==> config.mk <==
export PLATFORM = sky130hd
export DESIGN_NAME = vln_div_cell
export DESIGN_NICKNAME = d
export VERILOG_FILES = /design/src/vln_pkg.sv /design/src/vln_div_cell.sv
export SDC_FILE = /design/constraint.sdc
export NUM_CORES = 1
export LEC_CHECK = 0
export BUFFER_PORTS_ARGS = -buffer_cell sky130_fd_sc_hd__buf_2
export CORE_MARGIN = 8
export CORE_UTILIZATION = 40
export DETAILED_ROUTE_END_ITERATION = 7
export GPL_ROUTABILITY_DRIVEN = 0
export PLACE_DENSITY_LB_ADDON = 0.2
export SLEW_MARGIN = 20
export SYNTH_ARGS = -nofsm -noshare
export SYNTH_HDL_FRONTEND = slang
export SYNTH_SLANG_ARGS = --single-unit
==> constraint.sdc <==
create_clock -name i_clk -period 7.5 [get_ports i_clk]
set_clock_uncertainty 0.2 [all_clocks]
set_input_delay 0.75 -clock i_clk [delete_from_list [all_inputs] [get_ports i_clk]]
set_output_delay 0.75 -clock i_clk [all_outputs]
set_load 0.005 [all_outputs]
==> src/vln_pkg.sv <==
// Shared types for the vector length / normalize block.
// No dependencies.
package vln_pkg;

    localparam int NUM_AXES = 3;

    // Control tag carried alongside each beat through the cell chains.
    typedef struct packed {
        logic                vld;
        logic                zero;
        logic [NUM_AXES-1:0] neg;
    } t_tag;

endpackage

==> src/vln_div_cell.sv <==
// One quotient bit of the three restoring dividers (one lane per axis).
// Depends on vln_pkg (t_tag, NUM_AXES).
module vln_div_cell #(
    parameter int CW = 16,
    parameter int QW = 15
) (
    input  logic                                i_clk,
    input  logic                                i_rst_n,
    input  logic                                i_en,
    input  vln_pkg::t_tag                       i_tag,
    input  logic [CW-1:0]                       i_len,
    input  logic [vln_pkg::NUM_AXES-1:0][CW:0]  i_rem,
    input  logic [vln_pkg::NUM_AXES-1:0][QW-1:0] i_q,
    output vln_pkg::t_tag                       o_tag,
    output logic [CW-1:0]                       o_len,
    output logic [vln_pkg::NUM_AXES-1:0][CW:0]  o_rem,
    output logic [vln_pkg::NUM_AXES-1:0][QW-1:0] o_q
);
    vln_pkg::t_tag                        r_tag;
    logic [CW-1:0]                        r_len;
    logic [vln_pkg::NUM_AXES-1:0][CW:0]   r_rem;
    logic [vln_pkg::NUM_AXES-1:0][QW-1:0] r_q;
    logic [vln_pkg::NUM_AXES-1:0][CW:0]   n_rem;
    logic [vln_pkg::NUM_AXES-1:0][QW-1:0] n_q;
    logic [CW:0]                          len_x;

    always_comb begin
        logic       ge;
        logic [CW:0] diff;
        len_x = {1'b0, i_len};
        for (int a = 0; a < vln_pkg::NUM_AXES; a++) begin
            ge       = (i_rem[a] >= len_x);
            diff     = ge ? (i_rem[a] - len_x) : i_rem[a];
            // remainder stays below the length, so the shift cannot overflow
            n_rem[a] = {diff[CW-1:0], 1'b0};
            n_q[a]   = {i_q[a][QW-2:0], ge};
        end
    end

    always_ff @(posedge i_clk) begin
        if (!i_rst_n) begin
            r_tag <= '0;
        end else if (i_en) begin
            r_tag <= i_tag;
        end
    end

    always_ff @(posedge i_clk) begin
        if (i_en) begin
            r_len <= i_len;
            r_rem <= n_rem;
            r_q   <= n_q;
        end
    end

    assign o_tag = r_tag;
    assign o_len = r_len;
    assign o_rem = r_rem;
    assign o_q   = r_q;
endmodule

# Word-level counts from Yosys, hierarchy flattened
# Cells that the tools add are included.
# word_totals
ff_bits	114
in_bits	120
wordCells	19
# op_classes
n_addsub	3
magnitude_cmp	3
mux	3
# op_table
cell	count
$ge 17x16->1	3
$mux 16	3
$sub 16x16->16	3

# Depth between registers and ports, before layout
# logic_depth
ltp_word	2
mapped_depth	12
ltp_nobuf	10

# Worst setup path before layout
# Ideal clock, no wire load.
# synth_timing
path_type	input-to-reg
from	input port i_rem[0] in the netlist's numbering
to	register r_rem, in the netlist o_rem[13], data pin
setup_ns	0.260
arrival_ns	2.638
t_required_ns	7.040
setup_slack_ns	4.402
cell_stages	10
path_cell_list	inv_1 -> ha_1 -> fa_1 -> nor2b_1 -> o31a_1 -> o21ai_1 -> o21ai_0 -> mux2i_1 -> xor2_1 -> mux2_4
# synth_rtl
element	line_no	source
start: declaration	vln_div_cell.sv:12	input logic [vln_pkg::NUM_AXES-1:0][CW:0] i_rem,
end signal: assignment	vln_div_cell.sv:51	r_rem <= n_rem;
end: declaration	vln_div_cell.sv:21	logic [vln_pkg::NUM_AXES-1:0][CW:0] r_rem;

==> run summary <==
final HPWL from detailed placement: 14,600 microns
top cells by area, synth: edfxtp_1, ha_1, o21ai_0
min cycle time layout: 3.30 ns
cell area after synthesis: 6500 sq um
post-cts hold buffer count: 0
Buf/Inv on CP: 2
synth unique cells: 60
CTS Root Cell: clkbuf_16
Switching Fraction: 26.0%
Synth area leader: edfxtp_1
flops & latches, synth: 114
Max Transition Viols Final: 0
Buffers on Ports: 230
WP data required: 7.46 ns
IO Pins: 237
setup violators final: 0
Internal Pwr Total: 1.52 mW
FMAX: 0.303 GHz
clock-pin slew on the worst setup and hold paths: 0.06 ns
Largest delay share family, worst path: compound AO/OA/AOI/OAI gates
via count: 5,163
Mapped Cells: 541
Post-synth EDFFs: 109
RSZ-0062 raised after global routing: false
status: completed
Final #Nets: 952
antenna viol nets, final: 0
initial core utilization: 40.9%
Setup WS pre-CTS: 3.65 ns
max incr delay on CP: 0.82 ns
worst setup margin: 4.20 ns
fraction of layout cells with a size suffix above 1: 37.7%
Switch Pwr: 0.534 mW
top_reg_cell synth: edfxtp_1
Layout area overhead: 30.3%
Post-synth ARST share: 0%
Clock Tree Buf Depth: 2
CP arrival: 3.26 ns
worst path cell trace: buf_2 -> inv_1 -> ha_1 -> a21oi_1 -> o21ai_1 -> nor3_1 -> o21bai_1 -> a21oi_2 -> o21ai_2 -> mux2_2
GRT Util Overall: 17.2%
Slowest-stage cell, CP: o21ai_2
Syn Area/Cell: 12.0 sq um
chip height: 143 microns
Resize count post-CTS: 0
drt initial violations: 281
final hold vios: 0
Crit Path Max Fanout: 17
startpoint types: primary input
Seq pwr share: 39.2%
CTS Buf Count: 17
detailed-route wire length: 18,200 microns
initial antenna violation count: 3
first-pass GRT wire length: 27,000 microns
DRC viols: 0
gr ovfl total: 0
Die Width: 143 microns
Vias/cell: 5.10
most frequent cell after synthesis: edfxtp_1
worst slew pin tran: 1.05 ns
LEAKAGE: 3.78 nW
Pwr Density: 243 nW/um^2
clock latency on the worst-skew pair: 0.40 ns
Site Rows: 46
crit path kind: primary input to flop
hold crit path type: primary input to flop
register area share after synthesis: 51.9%
post-DR wirelength/cell: 17.9 microns
Final period util: 44.0%
die area: 20,600 sq um
Num Clock Sinks: 114
Comb pwr share: 20.6%
H-tree levels: 4
core area: 15,900 sq um
pin count of the biggest net entering global routing: 69
most common library cells after synthesis: edfxtp_1, ha_1, o21ai_0
Max VDD drop: 0.148 mV
total negative slack: 0 ns
Post-Layout Inst Area: 8470 sq um
placed inst area: 7860 sq um
vias in the first global route: 5,149
TritonCTS clock tree: done
layout filler cell count: 1,448
setup bufs post-CTS: 0
Max-Cap Viols: 0
max_slew headroom: 30.1%
top cell type's share of synthesized area: 50.3%
DR pass1 iterations: 5
Crit. End Element: flop
Syn. warnings: 0
clock group share of total power: 40.2%
final timing paths:
| path | slack [ns] | depth (start not counted) | to | startpoint |
|---|---|---|---|---|
| worst max-delay path | 4.20 | 10 | o_rem[4] | i_len[6] |
| worst min-delay path | 0.31 | 1 | o_q[5] | i_q[4] |
| worst max register to register | 6.68 | 2 | o_tag[1] | o_tag[1] |
| worst min register to register | 0.32 | 2 | o_tag[4] | o_tag[4] |
cell families (layout without fill, tap and decap cells):
group	Yosys count	in the layout	synth area share, %
xor gates and xnor gates	32	32	4.31
DFF	114	114	51.9
muxes	40	40	7.35
other	1	6	0.0577
buffers and inverters	46	297	3.29
and+or+nand+nor	113	113	8.70
adders and majority gates	51	51	10.2
AOI/OAI and AO/OA	144	144	14.2
registers in the layout, indices dropped and copies added (netlist names):
name and cells:
o_len 16, o_q 45, o_rem 48, o_tag 5
cells in the final DEF (no fill, tap or decap), types with 14 or more instances in the layout:
master and instances:
buf_2 229, edfxtp_1 109, ha_1 48, o21ai_0 42, nand2_1 40, inv_1 33
a21oi_1 31, xnor2_1 20, nor2_1 19, clkbuf_16 17, mux2i_1 14, mux2_2 14
stage by stage:
stage               utilization, %  std cells  total power, mW  hold WS [ns]
floorplan                        -        543             1.07         0.307
global placement              49.5        978             1.23         0.292
detailed placement            49.5        978             1.24         0.313
CTS                           53.3       1010             2.08         0.297
global route                  53.3       1011             2.15         0.296
finish                        53.3       1013             2.06         0.315
area by class of cell:
type / count / area, sq um / share of cell area [%]
sequential: 114 / 3370 / 39.8
multi-input combinational: 383 / 2920 / 34.5
timing repair buffer: 232 / 1170 / 13.8
clock buffer: 19 / 443 / 5.23
tap: 216 / 270 / 3.19
clock inverter: 13 / 160 / 1.89
inverter: 33 / 124 / 1.46
antenna: 3 / 7.51 / 0.0887
per-layer routing:
| layer | global-route usage [%] | vias to the layer above | part of all wire, % |
|---|---|---|---|
| met5 | 0 | - | 0.15 |
| met4 | 6.75 | 4 | 1.7 |
| met3 | 6.27 | 27 | 10 |
| met2 | 29.0 | 227 | 47 |
| met1 | 19.6 | 2382 | 40 |
| li1 | - | 2523 | - |
power groups by stage:
stage                     clock (mW)  sequential [mW]  combinational (mW)
after floorplan                    0            0.829               0.243
after CTS                      0.842            0.806               0.428
after global placement             0            0.817               0.417
after global routing           0.867            0.812               0.470
after detailed placement           0            0.818               0.427
final                          0.827            0.805               0.423
(Power assumes the default switching activity.)
