<file path="src/vln_pkg.sv">
// Shared types for the vector length / normalize block.
// No dependencies.
package vln_pkg;

    localparam int NUM_AXES = 3;

    // Control tag carried alongside each beat through the cell chains.
    typedef struct packed {
        logic                vld;
        logic                zero;
        logic [NUM_AXES-1:0] neg;
    } t_tag;

endpackage

</file>
<file path="src/vln_sqrt_cell.sv">
// One result bit of the digit-by-digit integer square root.
// Depends on vln_pkg (t_tag).
module vln_sqrt_cell #(
    parameter int CW = 16,
    parameter int PW = 8
) (
    input  logic              i_clk,
    input  logic              i_rst_n,
    input  logic              i_en,
    input  vln_pkg::t_tag     i_tag,
    input  logic [2*CW-1:0]   i_n,
    input  logic [CW+1:0]     i_rem,
    input  logic [CW-1:0]     i_root,
    input  logic [PW-1:0]     i_pass,
    output vln_pkg::t_tag     o_tag,
    output logic [2*CW-1:0]   o_n,
    output logic [CW+1:0]     o_rem,
    output logic [CW-1:0]     o_root,
    output logic [PW-1:0]     o_pass
);
    logic [CW+1:0] rem2;
    logic [CW+1:0] trial;
    logic          ge;
    vln_pkg::t_tag r_tag;
    logic [2*CW-1:0] r_n;
    logic [CW+1:0] r_rem;
    logic [CW-1:0] r_root;
    logic [PW-1:0] r_pass;

    always_comb begin
        rem2  = {i_rem[CW-1:0], i_n[2*CW-1 -: 2]};
        trial = {i_root, 2'b01};
        ge    = (rem2 >= trial);
    end

    always_ff @(posedge i_clk) begin
        if (!i_rst_n) begin
            r_tag <= '0;
        end else if (i_en) begin
            r_tag <= i_tag;
        end
    end

    always_ff @(posedge i_clk) begin
        if (i_en) begin
            r_n    <= {i_n[2*CW-3:0], 2'b00};
            r_rem  <= ge ? (rem2 - trial) : rem2;
            r_root <= {i_root[CW-2:0], ge};
            r_pass <= i_pass;
        end
    end

    assign o_tag  = r_tag;
    assign o_n    = r_n;
    assign o_rem  = r_rem;
    assign o_root = r_root;
    assign o_pass = r_pass;
endmodule

</file>
<file path="config.mk">
export PLATFORM = sky130hd
export DESIGN_NAME = vln_sqrt_cell
export DESIGN_NICKNAME = d
export VERILOG_FILES = /design/src/vln_pkg.sv /design/src/vln_sqrt_cell.sv
export SDC_FILE = /design/constraint.sdc
export NUM_CORES = 1
export LEC_CHECK = 0
export BUFFER_PORTS_ARGS = -buffer_cell sky130_fd_sc_hd__buf_2
export CORE_ASPECT_RATIO = 0.8
export CORE_MARGIN = 10
export CORE_UTILIZATION = 45
export DETAILED_ROUTE_END_ITERATION = 10
export PLACE_DENSITY = 0.81
export SYNTH_ARGS = -nofsm -noshare
export SYNTH_HDL_FRONTEND = slang
export SYNTH_SLANG_ARGS = --single-unit
export TNS_END_PERCENT = 10
</file>
<file path="constraint.sdc">
create_clock -name i_clk -period 4.7 [get_ports i_clk]
set_input_delay 0.705 -clock i_clk [delete_from_list [all_inputs] [get_ports i_clk]]
set_output_delay 0.705 -clock i_clk [all_outputs]
set_load 0.01 [all_outputs]
</file>
# == Word-level counts from Yosys, hierarchy flattened ==
# Cells that the tools add are included.
# totals
word_cells,10
memories,0
latchBits,0
romBits,0
in_bits,82
register_bits,77
ramBits,0
out_inout_bits,79
# op_classes
bitwise_logic,0
shift,0
order_cmp,1
n_div,0
n_reduce_logical,0
muxes,1
n_addsub,1
mul,0
eq_ne,0
# ops
operator,n
greater-or-equal comparator 18 bit,1
two-way mux 18 bit,1
subtractor 18 bit,1

# == Longest topological paths before layout ==
# Gate-level depths: netlist (run 1).
# depth
depth_word,2
depth_mapped,10
ltp_nobuf,9

# == Worst setup path before layout (run 1) ==
# OpenSTA, ideal clock, no wires.
# synth_path
kind,in2reg
from,in i_root[3]
to,"reg r_rem[10], in the netlist o_rem[10] (data pin)"
t_required_ns,4.440
path_stages,10
setup_time_ns,0.260
path_slack_ns,2.057
path_buffers,1
t_arrival_ns,2.382
path_cell_list,inv_1 ha_1 nand4_2 a211oi_2 o21ai_1 a21o_1 and2_4 inv_8 buf_12 mux2_4
# synth_between
elab_chain_len,2
word_cells_on_any_way,3
classes_between,1 x add/sub; 1 x order compare; 1 x mux
# synth_rtl
item,line,source
from (decl),vln_sqrt_cell.sv:13,"input logic [CW-1:0] i_root,"
greater-or-equal comparator 18 bit,vln_sqrt_cell.sv:33,ge = (rem2 >= trial);
via ge,vln_sqrt_cell.sv:23,logic ge;
two-way mux 18 bit,vln_sqrt_cell.sv:47,r_rem <= ge ? (rem2 - trial) : rem2;
to (signal assigned),vln_sqrt_cell.sv:47,
to (decl),vln_sqrt_cell.sv:26,logic [CW+1:0] r_rem;
# The timed path passes the listed nets, and every way through them passes these cells.
# A chain may end at the register's enable or synchronous reset.

# == Worst setup path in the final report (run 1) ==
# layout_path
from,in i_root[3]
to,"reg r_rem[6], in the netlist o_rem[6] (data pin)"
# layout_between
elab_chain_len,2
word_cells_on_any_way,3
classes_between,1 x add/sub; 1 x order compare; 1 x mux
# layout_rtl
item,line
subtractor 18 bit / greater-or-equal comparator 18 bit (equally long branches),"vln_sqrt_cell.sv:47, vln_sqrt_cell.sv:33"
two-way mux 18 bit *,vln_sqrt_cell.sv:47
# Mark *: on every way between the ends. The rest lies on a longest branch, timed or not.

==> results of run 1 <==
==> cells in the mapped netlist, types with 2 or more instances <==
cell type / number
nor3_1: 4
o221ai_1: 2
inv_1: 25
ha_1: 18
a21o_1: 2
nand2b_1: 2
dfxtp_1: 5
o211ai_1: 2
a31oi_1: 3
o21ai_0: 9
edfxtp_1: 72
xor2_1: 3
mux2_4: 6
a41oi_1: 2
nor3b_1: 2
clkbuf_1: 2
mux2_2: 7
a21oi_1: 18
xnor2_1: 10
nand2_1: 13
o21a_1: 5
mux2i_1: 8
nor2b_1: 6
nand3_1: 4
a21oi_2: 2
buf_4: 3
nor2_1: 10
nand4_1: 2
==> cell type report <==
| cell class | count | area [sq um] | area share |
|---|---|---|---|
| inverter | 26 | 105 | 0.0224 |
| multi-input combinational | 152 | 1180 | 0.251 |
| tap | 108 | 135 | 0.0289 |
| clock buffer | 10 | 128 | 0.0273 |
| sequential | 77 | 2260 | 0.483 |
| timing repair buffer | 156 | 783 | 0.167 |
| clock inverter | 6 | 92.6 | 0.0198 |
==> cell families after synthesis <==
logic type      count (synthesis)
simple gates                   47
mux                            21
buf+inv                        33
xor+xnor                       13
fa+ha+maj                      18
flops                          77
compound gates                 51
other cells                     1
==> metal layers <==
metal  vias up  wire length [um]  track usage  share of wire
met2       121              4720        0.265           0.49
li1       1282                 -            -              -
met1      1204              3660        0.160           0.38
met5         -                 0            0              0
met4         0                95       0.0306         0.0099
met3        10              1090       0.0752           0.11
==> flip-flops by register name, indices dropped and copies added, names as in the netlist <==
name,count
o_pass,8
o_tag,5
o_n,30
o_root,16
o_rem,18
==> metrics by stage <==
step	setup slack (ps)	utilization	hold WS, ps	cells
6_report	2030	0.595	530	535
4_1_cts	2030	0.595	522	535
5_1_grt	1910	0.595	508	535
3_5_place_dp	1670	0.567	515	519
3_3_place_gp	1640	0.567	493	519
2_1_floorplan	2060	-	539	262
==> critical path: cells and delay by family <==
| kind | cells | cell delay (ps) |
|---|---|---|
| simple gates | 1 | 200 |
| buf+inv | 3 | 270 |
| compound gates | 4 | 860 |
| fa+ha+maj | 1 | 380 |
| mux | 1 | 360 |
==> worst max path at each step <==
stage / from / to / slack [ps]
floorplan: i_root[3] / o_rem[10] / 2060
detailed placement: i_root[3] / o_rem[4] / 1670
finish: i_root[3] / o_rem[6] / 2030
global placement: i_root[3] / o_rem[2] / 1640
CTS: i_root[3] / o_rem[6] / 2030
global route: i_root[3] / o_rem[6] / 1910
==> power breakdown <==
part	internal (uW)	switching [uW]	leakage, uW	total [uW]
Combinational	153	187	0.00126	340
Clock	303	259	0.000104	562
Sequential	825	15.1	0.000746	840
==> results by stage, run 1 <==
Cells and area:
- From synthesis to final layout, the design area changed by 30.0%.
- In the layout the commonest cells are buf_2 (155), edfxtp_1 (72), inv_1 (25).
- In the final design database the tool counted 522 nets.
- The leading cell type in the layout, fill and taps excluded is buf_2.
- 0 antenna diodes ended up in the layout.
- Fill cells in the final layout number 647.
- The final instance area is 4680 sq um.
- Of the cells placed in the final design, the portion with a size suffix greater than 1 is 0.450.

Timing:
- For the final database, setup skew stands at 0 ps.
- Measured against its own limit, the worst slew margin works out to 0.359.
- The final setup violation count is 0.
- The setup total negative slack is 0 ps.
- The count of pins over their slew limit is 0.
- The hold violation total from the final report was 0.
- Setup repair after global routing left no endpoint under its margin.
- The highest clock rate is 374 MHz.
- In the finished design, the share of the clock period the worst path needs comes to 0.568.
- The worst-margin pin slew is 961 ps.
- Subtracting the final worst setup slack from the clock period gives 2670 ps.

Worst setup path:
- The slowest cell on the critical path is o21ai_0.
- The worst setup path is captured at a flop.
- At the worst endpoint, the arrival time is 2770 ps.
- Measured in cells, the most critical reg-to-reg path has a length of 2.
- The path type of the worst setup path is input pin to flop.
- The worst register-to-register path ends at o_tag[4].
- The stage delay of the slowest cell on the critical path is 390 ps.
- The startpoint of the worst-slack reg-to-reg timing path is o_tag[4].
- In this run the worst path has a maximum fanout of 16.
- The worst register-to-register path has a setup slack of 4060 ps.
- The worst setup path is launched from an input pin.
- For the worst setup path, the data required time is 4800 ps.
- Walking the worst path, the cells encountered are buf_2 -> inv_1 -> ha_1 -> a21oi_1 -> o21ai_0 -> o21ai_1 -> a21o_1 -> and2_4 -> inv_8 -> mux2_2.

Clock network:
- Buffers inserted during clock tree synthesis total 9.
- For the worst-skew pair, the clock arrives at the later sink with an insertion delay of 340 ps.
- The maximum buffer depth of the clock tree is 2.
- The count of instances resized after the clock tree is built is 0.
- The H-tree was split into 3 levels.
- The tree built by TritonCTS fans out to 77 sinks.
- The cell at the root of the clock tree is clkbuf_8.
- Buffers added to address setup during post-CTS repair amount to 0.
- The TritonCTS clock tree is yes.
- In this run, post-CTS hold repair placed 0 buffers.
- The clock slew seen by the registers of the worst setup and hold paths is 80 ps.

Power:
- The total power divided by cell area is 372 nW/um^2.
- The worst IR drop on VDD is 184 uV.
- The overall power of the completed layout is 1740 uW.
- The static power due to leakage is 0.00211 uW.

Synthesis:
- Of the post-synthesis cell area, the dominant cell type holds 0.600.
- Counting flops with an async set or reset pin after synthesis yields a share of 0.
- The netlist area before placement is 3600 sq um.
- Of the total synthesized cell area, the portion taken by XOR and XNOR cells is 0.0316.
- The sequential share of the synthesized area is 0.628.
- The cell count after synthesis is 261.
- In this run, synthesis inferred 72 flip-flops with an integrated enable.
- The compound-gate portion of the synthesized area was 0.0938.
- The biggest area contributor in the post-synthesis netlist is edfxtp_1.
- The largest family of logic cells by synthesized area is compound AO/OA/AOI/OAI gates.
- Of the total synthesized cell area, the portion taken by full adders, half adders and majority gates is 0.0625.
- For this run, the leading register cell type out of synthesis is edfxtp_1.
- The average size of a mapped cell is 13.8 sq um.
- Sorting the synthesized cells by area gives the leading types as edfxtp_1 (60%), ha_1 (6.3%), dfxtp_1 (2.8%).
- During synthesis, Yosys emitted a total of 0 warnings.
- The proportion of synthesized area in mux cells is 0.0691.
- The number of distinct library cell variants in the gate-level netlist after synthesis is 42.
- Of the total synthesized cell area, the portion taken by AND, OR, NAND and NOR gates is 0.0674.
- The synthesized design contains 77 register bits.

Global routing:
- The aggregate global routing overflow is 0.
- The wire length of the first global-routing pass is 14200 um.
- The initial antenna violation count is 0.
- Across every metal layer, demand over resource in global routing totals 0.151.
- The via count of the first global-routing pass is 2665.
- Entering global routing, the biggest net connects 78 pins.

Outcome:
- The run finished with clean final reports.

Die:
- The effective utilization at floorplan is 0.457.
- The area enclosed by the die boundary is 12000 sq um.
- The floorplan has 29 rows.
- The standard cell core area is 7870 sq um.
- 161 I/O pins were placed.
- The overall die width is 120 um.
- The floorplan step set the die height to 100 um.

Hold path:
- The worst hold path terminates at o_n[31].
- The worst hold path depth is 1.
- The path type of the worst min-delay path is input pin to flop.
- In this run the most critical hold path is launched from i_n[29].

Placement:
- The total cell area at the placement stage is 4460 sq um.
- The final weighted congestion of routability-driven global placement is 0.813.
- The total of buffers placed on input and output ports is 156.
- The HPWL reported at the end of detailed placement is 7490 um.

Drt:
- The first-iteration detailed-routing DRC count is 161.
- The pre-antenna-repair detailed-routing pass consisted of 4 iterations.
- The count of nets left with antenna violations once routing finished came out at 0.
- The total wire length after detailed routing is 9560 um.
- The detailed-route DRC error count is 0.
- The total via count in the routed design is 2617.
- The wire length per cell after detailed routing is 17.9 um.
- In the routed layout, each cell is associated on average with a via count of 4.89.

Flow run:
- The tool flagged a number of max-cap violations equal to 0.
Power figures use the tool's default switching activity.
==> run 2: changes to the inputs <==
--- a/config.mk
+++ b/config.mk
@@ -8,7 +8,7 @@
 export BUFFER_PORTS_ARGS = -buffer_cell sky130_fd_sc_hd__buf_2
 export CORE_ASPECT_RATIO = 0.8
 export CORE_MARGIN = 10
-export CORE_UTILIZATION = 45
+export CORE_UTILIZATION = 43
 export DETAILED_ROUTE_END_ITERATION = 10
 export PLACE_DENSITY = 0.81
 export SYNTH_ARGS = -nofsm -noshare
==> constraint.sdc (replaced) <==
create_clock -name i_clk -period 2.3 [get_ports i_clk]
set_input_delay 0.345 -clock i_clk [delete_from_list [all_inputs] [get_ports i_clk]]
set_output_delay 0.345 -clock i_clk [all_outputs]
set_load 0.01 [all_outputs]
==> run 2 against run 1 <==
Effect of this change:
- die area increased by 3.8%
- sequential share of layout area down 2.5 points
- utilization rose by 1.9 points
- sequential power is 100% higher
- setup slack got worse by 1800 ps
- hold slack lost 360 ps
- register-to-register slack worse by 2400 ps
- combinational power is 130% higher
- cell area grew 5.5%
- flip-flop and latch count did not move
- non-clock buffer count is 38 higher
==> results by stage, run 2 (same netlist as run 1, synthesis figures left out) <==
Timing:
- The portion of the clock cycle consumed by the worst path in the final layout is 0.916.
- Setup repair after global routing left no endpoint under its margin.
- For this run, the top clock speed supported by timing is 475 MHz.
- Across the routed clock network, the largest skew measured is 0 ps.
- The final worst hold slack is 173 ps.
- The smallest clock period supported by the final layout is computed as 2110 ps.
- The count of pins over their slew limit is 0.
- Setup violations remaining at the end of the flow were counted as 0.
- The hold violation total from the final report came to 0.

Drt:
- The detailed router finished its first iteration with 114 violations.
- The first-pass iteration count of the detailed router is 4.
- After detailed routing, the number of remaining DRC violations is 0.
- Using the TritonRoute via totals, the vias-per-cell ratio works out to 4.83.
- The final layout contains routed wiring with a total length of 9810 um.
- The wire length per cell after detailed routing is 17.1 um.
- The remaining antenna violation count after routing is 0.
- Across all layers, the routed design uses 2765 vias.

Clock network:
- The clock slew seen by the registers of the worst setup and hold paths is 80 ps.
- The clock sink count is 77.
- The clock passes through at most 2 buffers.
- The number of buffers inserted for hold repair after clock tree synthesis is 0.
- The TritonCTS clock tree is yes.
- In this run, CTS created clock tree buffers numbering 9.
- The tree is rooted in a clkbuf_8.
- The later-pin clock latency in the skew report is 330 ps.
- The count of instances resized after the clock tree is built is 0.
- The H-tree was split into 3 levels.
- The post-CTS setup repair buffer count is 0.

Global routing:
- The overall fraction of global-route tracks in use is 0.150.
- After global routing the overflow that remains totals 0.
- The initial antenna violation count is 0.
- The wire length of the first global-routing pass is 14700 um.
- The via count of the first global-routing pass was 2843.
- Entering global routing, the biggest net connects 36 pins.

Cells and area:
- The register with the most flip-flops in the layout has 30 of them.
- 0 antenna diodes ended up in the layout.
- The share of layout cells above drive strength 1 is 0.497.
- The area growth from synthesis to final layout is 37.2%.
- Leaving out fill and tap cells, the most frequent cells in the layout are buf_2 (155), edfxtp_1 (72), buf_4 (38).
- The net total in the final layout is 560.
- The library cell used most frequently in the layout, excluding fill and tap cells, is buf_2.
- The final standard cell count with taps included and fillers excluded is 573.
- For this run, the share of the core covered by cells in the final layout is 0.613.

Die:
- The floorplan step defined a die boundary enclosing 12500 sq um.
- The standard cell core area is 8060 sq um.
- The number of core rows is 29.
- For this configuration, the core starts out at a cell density of 0.447.
- During I/O placement, the number of pins put on the boundary was 161.
- From bottom edge to top edge, the die measures 102 um.
- The overall die width is 122 um.

Power:
- Power comes to 3440 uW.
- The worst-case IR drop observed on VDD is 308 uV.
- The total power divided by cell area is 696 nW/um^2.
- The analysis attributes to cell leakage a power of 0.00228 uW.

Worst setup path:
- The logic depth of the worst register-to-register path is 2.
- The path type of the worst setup path is input pin to flop.
- The worst setup path is launched from an input pin.
- Data arrives at the worst endpoint at 2210 ps.
- The kind of end point of the critical path is a flop.
- In this run the critical register-to-register path is launched from o_tag[3].
- The worst reg2reg path endpoint is o_tag[3].
- Of all nets on the critical path, the largest fanout is 15.
- The setup check on the worst reg-to-reg path leaves a slack of 1680 ps.
- The data required time at the worst endpoint is 2400 ps.

Hold path:
- The launch point of the worst hold path is i_pass[5].
- Along the worst hold path, the cell count comes to 1.
- The path type of the worst min-delay path is input pin to flop.
- The path with the worst hold slack has its endpoint at o_pass[5].

Placement:
- Counting tap cells, the placed design contains a total of 557 instances.
- The congestion estimate from routability-driven global placement came to 0.882.
- The HPWL reported at the end of detailed placement is 8010 um.
- The total of buffers placed on input and output ports is 156.

Outcome:
- The run finished with clean final reports.

Flow run:
- Max-cap violations in this run came to 0.
## run 2: cell count changes in the layout (fill, tap and decap cells not counted), sizes merged
| cell | previous run | this run |
|---|---|---|
| bufinv | 2 | 0 |
| clkbuf | 10 | 9 |
| inv | 28 | 30 |
| buf | 156 | 194 |
| clkinv | 0 | 2 |
| clkinvlp | 2 | 1 |
## run 2: cell type report
class	instances	area, sq um
Timing Repair Buffer	194	1080
Tap cell	108	135
Inverter	26	105
Multi-Input combinational cell	152	1180
Sequential cell	77	2260
Clock buffer	9	124
Clock inverter	7	56.3
Fill cell	668	3120
## run 2: where the power goes
| group | total [uW] | internal, uW | switching, uW |
|---|---|---|---|
| combinational | 787 | 384 | 403 |
| sequential | 1710 | 1680 | 30.9 |
| clock | 934 | 407 | 528 |
## run 2: worst max-delay path, cell delays in order
cell,delay (ps)
buf_2,90
inv_1,40
ha_1,320
nand4_2,140
a211oi_2,250
o21ai_1,140
a21o_1,210
and2_4,180
inv_8,130
mux2_2,350
## run 2: how the worst max path moves through the flow
| stage | cells after the start | to | start |
|---|---|---|---|
| after floorplan | 10 | o_rem[10] | i_root[3] |
| after global placement | 10 | o_rem[7] | i_root[5] |
| after detailed placement | 10 | o_rem[4] | i_root[4] |
| after CTS | 10 | o_rem[6] | i_root[4] |
| after global routing | 10 | o_rem[17] | i_root[9] |
| final | 10 | o_rem[6] | i_root[4] |
## run 2: metal layers
metal	vias up	track usage	part of all wire
met5	-	0	0
met4	0	0.0353	0.0050
met3	5	0.0512	0.096
met2	114	0.271	0.49
met1	1289	0.168	0.40
li1	1357	-	-
## run 2: through the flow
stage / instance area (sq um) / setup TNS (ps) / worst slack [ps]
6_report: 4940 / 0 / 193
4_1_cts: 4940 / 0 / 209
2_1_floorplan: 3600 / 0 / 17.3
5_1_grt: 4940 / 0 / 104
3_3_place_gp: 4760 / -1450 / -127
3_5_place_dp: 4760 / -1700 / -152
